===== config.mk =====
export PLATFORM = sky130hd
export DESIGN_NAME = vhcs_ctrl
export DESIGN_NICKNAME = d
export VERILOG_FILES = /design/src/rtl/vhcs_pkg.sv /design/src/rtl/vhcs_ctrl.sv
export SDC_FILE = /design/constraint.sdc
export NUM_CORES = 1
export LEC_CHECK = 0
export ABC_AREA = 1
export BUFFER_PORTS_ARGS = -buffer_cell sky130_fd_sc_hd__buf_2
export CAP_MARGIN = 25
export CORE_AREA = 2 2 39 41
export CTS_CLUSTER_SIZE = 16
export DETAILED_ROUTE_END_ITERATION = 8
export DIE_AREA = 0 0 41 43
export MAX_ROUTING_LAYER = met4
export PLACE_DENSITY = 0.63
export SLEW_MARGIN = 20
export SYNTH_ARGS = -nofsm -noshare
export SYNTH_HDL_FRONTEND = slang
export SYNTH_SLANG_ARGS = --single-unit

===== constraint.sdc =====
create_clock -name clk -period 1.9 [get_ports clk]
set_input_delay 0.38 -clock clk [delete_from_list [all_inputs] [get_ports clk]]
set_output_delay 0.38 -clock clk [all_outputs]
set_load 0.05 [all_outputs]

===== src/rtl/vhcs_pkg.sv =====
// Package for the viewport hit and coordinate scaler.
// Holds table sizes, opcodes, field codes and the controller/datapath command types.
`default_nettype none
package vhcs_pkg;
	localparam int TableDepth = 256;
	localparam int DefaultEntries = 32;
	localparam int IdxW = 8;
	localparam int CntW = 10;
	localparam int DivW = 34;

	localparam logic [1:0] OP_WRITE = 2'd0;
	localparam logic [1:0] OP_FWD = 2'd1;
	localparam logic [1:0] OP_INV = 2'd2;

	localparam logic [2:0] FLD_PRESENT = 3'd0;
	localparam logic [2:0] FLD_ORG_X = 3'd1;
	localparam logic [2:0] FLD_ORG_Y = 3'd2;
	localparam logic [2:0] FLD_VIEW_W = 3'd3;
	localparam logic [2:0] FLD_VIEW_H = 3'd4;
	localparam logic [2:0] FLD_TGT_W = 3'd5;
	localparam logic [2:0] FLD_TGT_H = 3'd6;
	localparam logic [2:0] FLD_ENABLED = 3'd7;

	typedef struct packed {
		logic load;
		logic write;
		logic rd;
		logic check;
		logic div_start;
		logic div_y;
		logic finish;
		logic miss;
	} cmd_t;

	typedef struct packed {
		logic scan_end;
		logic hit;
		logic div_done;
	} sts_t;
endpackage
`default_nettype wire


===== src/rtl/vhcs_ctrl.sv =====
// Controller state machine for the viewport scaler.
// Uses vhcs_pkg command and status types.
`default_nettype none
module vhcs_ctrl (
	input wire logic clk,
	input wire logic arst_n,
	input wire logic in_valid,
	output logic in_ready,
	input wire logic [1:0] op,
	input wire logic out_ready,
	output logic out_valid,
	output vhcs_pkg::cmd_t cmd,
	input wire vhcs_pkg::sts_t sts
);
	typedef enum logic [3:0] {
		S_IDLE, S_READ, S_WAIT, S_CHECK, S_DIVX_GO, S_DIVX, S_DIVY_GO, S_DIVY,
		S_DONE
	} state_t;
	state_t state_q;
	logic out_valid_q;

	assign in_ready = (state_q == S_IDLE) && (!out_valid_q || out_ready);
	assign out_valid = out_valid_q;

	always_comb begin
		cmd = '0;
		unique case (state_q)
			S_IDLE: begin
				cmd.load = in_valid && in_ready;
				cmd.write = in_valid && in_ready && (op == vhcs_pkg::OP_WRITE);
				cmd.miss = in_valid && in_ready && (op != vhcs_pkg::OP_FWD) &&
					(op != vhcs_pkg::OP_INV);
			end
			S_READ: cmd.rd = !sts.scan_end;
			S_WAIT: ;
			S_CHECK: begin
				cmd.check = 1'b1;
				cmd.miss = sts.scan_end;
			end
			S_DIVX_GO: cmd.div_start = 1'b1;
			S_DIVX: ;
			S_DIVY_GO: begin
				cmd.div_start = 1'b1;
				cmd.div_y = 1'b1;
			end
			S_DIVY: cmd.div_y = 1'b1;
			S_DONE: cmd.finish = 1'b1;
			default: ;
		endcase
	end

	always_ff @(posedge clk or negedge arst_n) begin
		if (!arst_n) begin
			state_q <= S_IDLE;
			out_valid_q <= 1'b0;
		end else begin
			if (out_valid_q && out_ready) out_valid_q <= 1'b0;
			unique case (state_q)
				S_IDLE: if (in_valid && in_ready) begin
					if (op == vhcs_pkg::OP_FWD || op == vhcs_pkg::OP_INV) begin
						state_q <= S_READ;
					end else begin
						out_valid_q <= 1'b1;
					end
				end
				S_READ: begin
					if (sts.scan_end) begin
						state_q <= S_IDLE;
						out_valid_q <= 1'b1;
					end else begin
						state_q <= S_WAIT;
					end
				end
				S_WAIT: state_q <= S_CHECK;
				S_CHECK: begin
					if (sts.hit) state_q <= S_DIVX_GO;
					else state_q <= S_READ;
				end
				S_DIVX_GO: state_q <= S_DIVX;
				S_DIVX: if (sts.div_done) state_q <= S_DIVY_GO;
				S_DIVY_GO: state_q <= S_DIVY;
				S_DIVY: if (sts.div_done) state_q <= S_DONE;
				S_DONE: begin
					state_q <= S_IDLE;
					out_valid_q <= 1'b1;
				end
				default: state_q <= S_IDLE;
			endcase
		end
	end

`ifndef SYNTHESIS
	a_out_idle: assert property (@(posedge clk) disable iff (!arst_n)
		out_valid_q && !out_ready |=> out_valid_q)
		else $error("result dropped");
	a_no_accept_busy: assert property (@(posedge clk) disable iff (!arst_n)
		state_q != S_IDLE |-> !in_ready)
		else $error("accepted while busy");
	a_done_out: assert property (@(posedge clk) disable iff (!arst_n)
		state_q == S_DONE |=> out_valid_q)
		else $error("finished without result");
`endif
endmodule
`default_nettype wire


==> reports/qor.yml <==
outcome: "completed"
first_iter_violations: 14
areaGrowthSynthToFinish_pct: 44.3
firstDrtPassIters: 4
combPwrFrac_pct: 71.0
power_density_mw_per_mm2: 1440
switchingPower_uw: 570
wirelength_um: 1070
worst_path_dominant_cell_family: "flip-flops"
clkTransAtPathRegs_ns: 0.04
drv_cap: 0
min_to: "state_q[1]"
route.detailed.drc: 0
hold_viol_final: 0
mappedNetlistArea_sq_um: 497
final_antenna_net_count: 0
ys_types: 21
cp_max_fo: 5
rrSetupSlack_ns: 0.66
leakagePower_nw: 0.418
final_cell_area_sq_um: 717
die_w_um: 41
hold_path.class: "in2reg"
worstReg2RegEnd: "state_q[2]"
cp-start-kind: "flip-flop"
via_count: 529
reg2regPathDepth: 7
worst-endpoint-arrival_ns: 1.43
grt_max_degree: 6
reg2reg_from: "state_q[3]"
tightestPinTransition_ns: 0.279
insertion_delay_ns: 0.24
finalNetCount: 113
io_pins: 19
final-max-slew-violation-count: 0
wl_per_cell_um: 9.18
grt_util_met2_pct: 21.9
syn_inst: 72
gp_congestion: 0.879
rsz0062_at_grt: "no"
grt_pass1_wl_um: 1590
post_route_cells_drive_above_1_share_pct: 45.0
period_needed_ns: 1.81
path_buf_inv: 2
grt_pass1_vias: 437
synth_area_per_cell_sq_um: 6.90
dieArea_sq_mm: 0.00176
fin_crit_sh_pct: 95.2
grt.met3_usage_pct: 7.85
power_frac_clock_pct: 11.4
final_common_cell: "inv_1"
relSlewSlack_pct: 81.3
fillCellCount: 139
hold_start: "sts[0]"
cts.sinks: 5
yosysWarningCount: 0
setup-tns-final_ns: 0
crit_required_ns: 1.52
fp.dieH_um: 43
cts_root_buf: "clkbuf_4"
antenna_found_initial: 0
grt_usage_pct: 14.1
fin_skew_ns: 0.00343
grt-ovfl-total: 0
placed_area_sq_um: 631
ir_drop_v: 0.000580
clock.fmax_mhz: 553
cts.htree.levels: 1
use_met1_pct: 14.7
crit_cells: 6
power_frac_seq_pct: 17.7
worstHoldPathCells: 4
critPathCaptureType: "output pin"
critPathSlowestCell: "dfrtp_2"
portBuffers: 18
ctsLongestPathBuffers: 2
cts_tree: "done"
cpPeakStageDelay_ns: 0.44
internal-power_uw: 465
path_cells: "nor2_4, nand2_4, nor2_4, nand2_4, clkinvlp_4, buf_2"
busiest_layer: "met2"
final_cell_mix: "19 x inv_1, 16 x buf_2, 13 x nand2_1"
initial_core_util_pct: 35.9
row_count: 14
criticalPathCategory: "reg2out"
vias_per_cell: 4.56
setup_viol: 0
hpwlAfterDp_um: 843
cts-buffers-inserted: 3
swShare_pct: 55.1
ys_ff_latch: 5
yosysSeqAreaShare_pct: 25.2
core_area_sq_mm: 0.00138
diodes: 0
synth_nets: 84
==> flip-flops by register name, indices dropped and copies added (netlist names) <==
| name | flops |
|---|---|
| state_q | 4 |
| out_valid | 1 |
==> per-layer routing <==
metal  vias to the layer above  part of all wire, %
li1                        274                    -
met5                         -                    0
met3                         0                  7.5
met2                        22                   52
met1                       233                   40
met4                         0                    0
==> cell families after synthesis <==
family | Yosys count | synth area share, %
DFF | 5 | 25.2
buffers and inverters | 22 | 18.1
AOI/OAI and AO/OA | 5 | 7.30
adders and majority gates | 3 | 7.56
and+or+nand+nor | 37 | 41.8
==> through the flow <==
step                      setup WS, ns  total power, mW  util, %  cells  hold WS, ns
after CTS                       0.0100            0.998     49.7    113        0.398
after floorplan                 0.0150            0.745        -     72       0.0844
final                           0.0907             1.04     51.8    116        0.401
after detailed placement         0.149            0.852     45.6    106        0.196
after global routing           0.00156             1.12     51.8    116        0.413
after global placement           0.166            0.849     45.6    106        0.197
==> tightest hold or removal path, delay by kind of cell <==
kind | cells | cell delay (ns)
buffers and inverters | 2 | 0.11
AND/OR/NAND/NOR | 2 | 0.11
==> cell usage after synthesis (all sizes together) <==
master,instances,area [sq um]
nand4,3,18.8
a21boi,1,7.51
buf,1,11.3
nand3,6,35.0
or2,1,6.26
ha,3,37.5
dfrtp,5,125
o22ai,2,18.8
o21ai,2,10.0
inv,21,78.8
nand2,16,70.1
nand3b,1,7.51
nor2,10,70.1
==> what timing repair did <==
item,CTS,global route
hold buffers,1,0
endpoints found under the hold margin,5,0
pin swaps,1,2
buffers inserted,2,3
resized for setup,2,4
endpoints found under the setup margin,3,3
==> worst max path at each step <==
stage | start | end
floorplan | state_q[0] | cmd[0]
global placement | op[1] | cmd[0]
detailed placement | op[0] | cmd[0]
CTS | state_q[0] | cmd[6]
global route | state_q[3] | cmd[0]
finish | state_q[0] | cmd[7]
==> power by group through the flow <==
stage	clock network (mW)	registers (mW)	logic [mW]
final	0.117	0.183	0.735
after global routing	0.138	0.187	0.794
after CTS	0.124	0.184	0.689
after detailed placement	0	0.186	0.666
after global placement	0	0.185	0.664
after floorplan	0	0.207	0.538
==> area by class of cell <==
type / instances / area (sq um) / area share, %
multi-input combinational: 45 / 304 / 42.4
timing repair buffer: 25 / 154 / 21.5
sequential: 5 / 130 / 18.2
inverter: 21 / 82.6 / 11.5
clock buffer: 4 / 26.3 / 3.66
tap: 16 / 20.0 / 2.79
No activity file was read; power rests on OpenSTA's default activity.
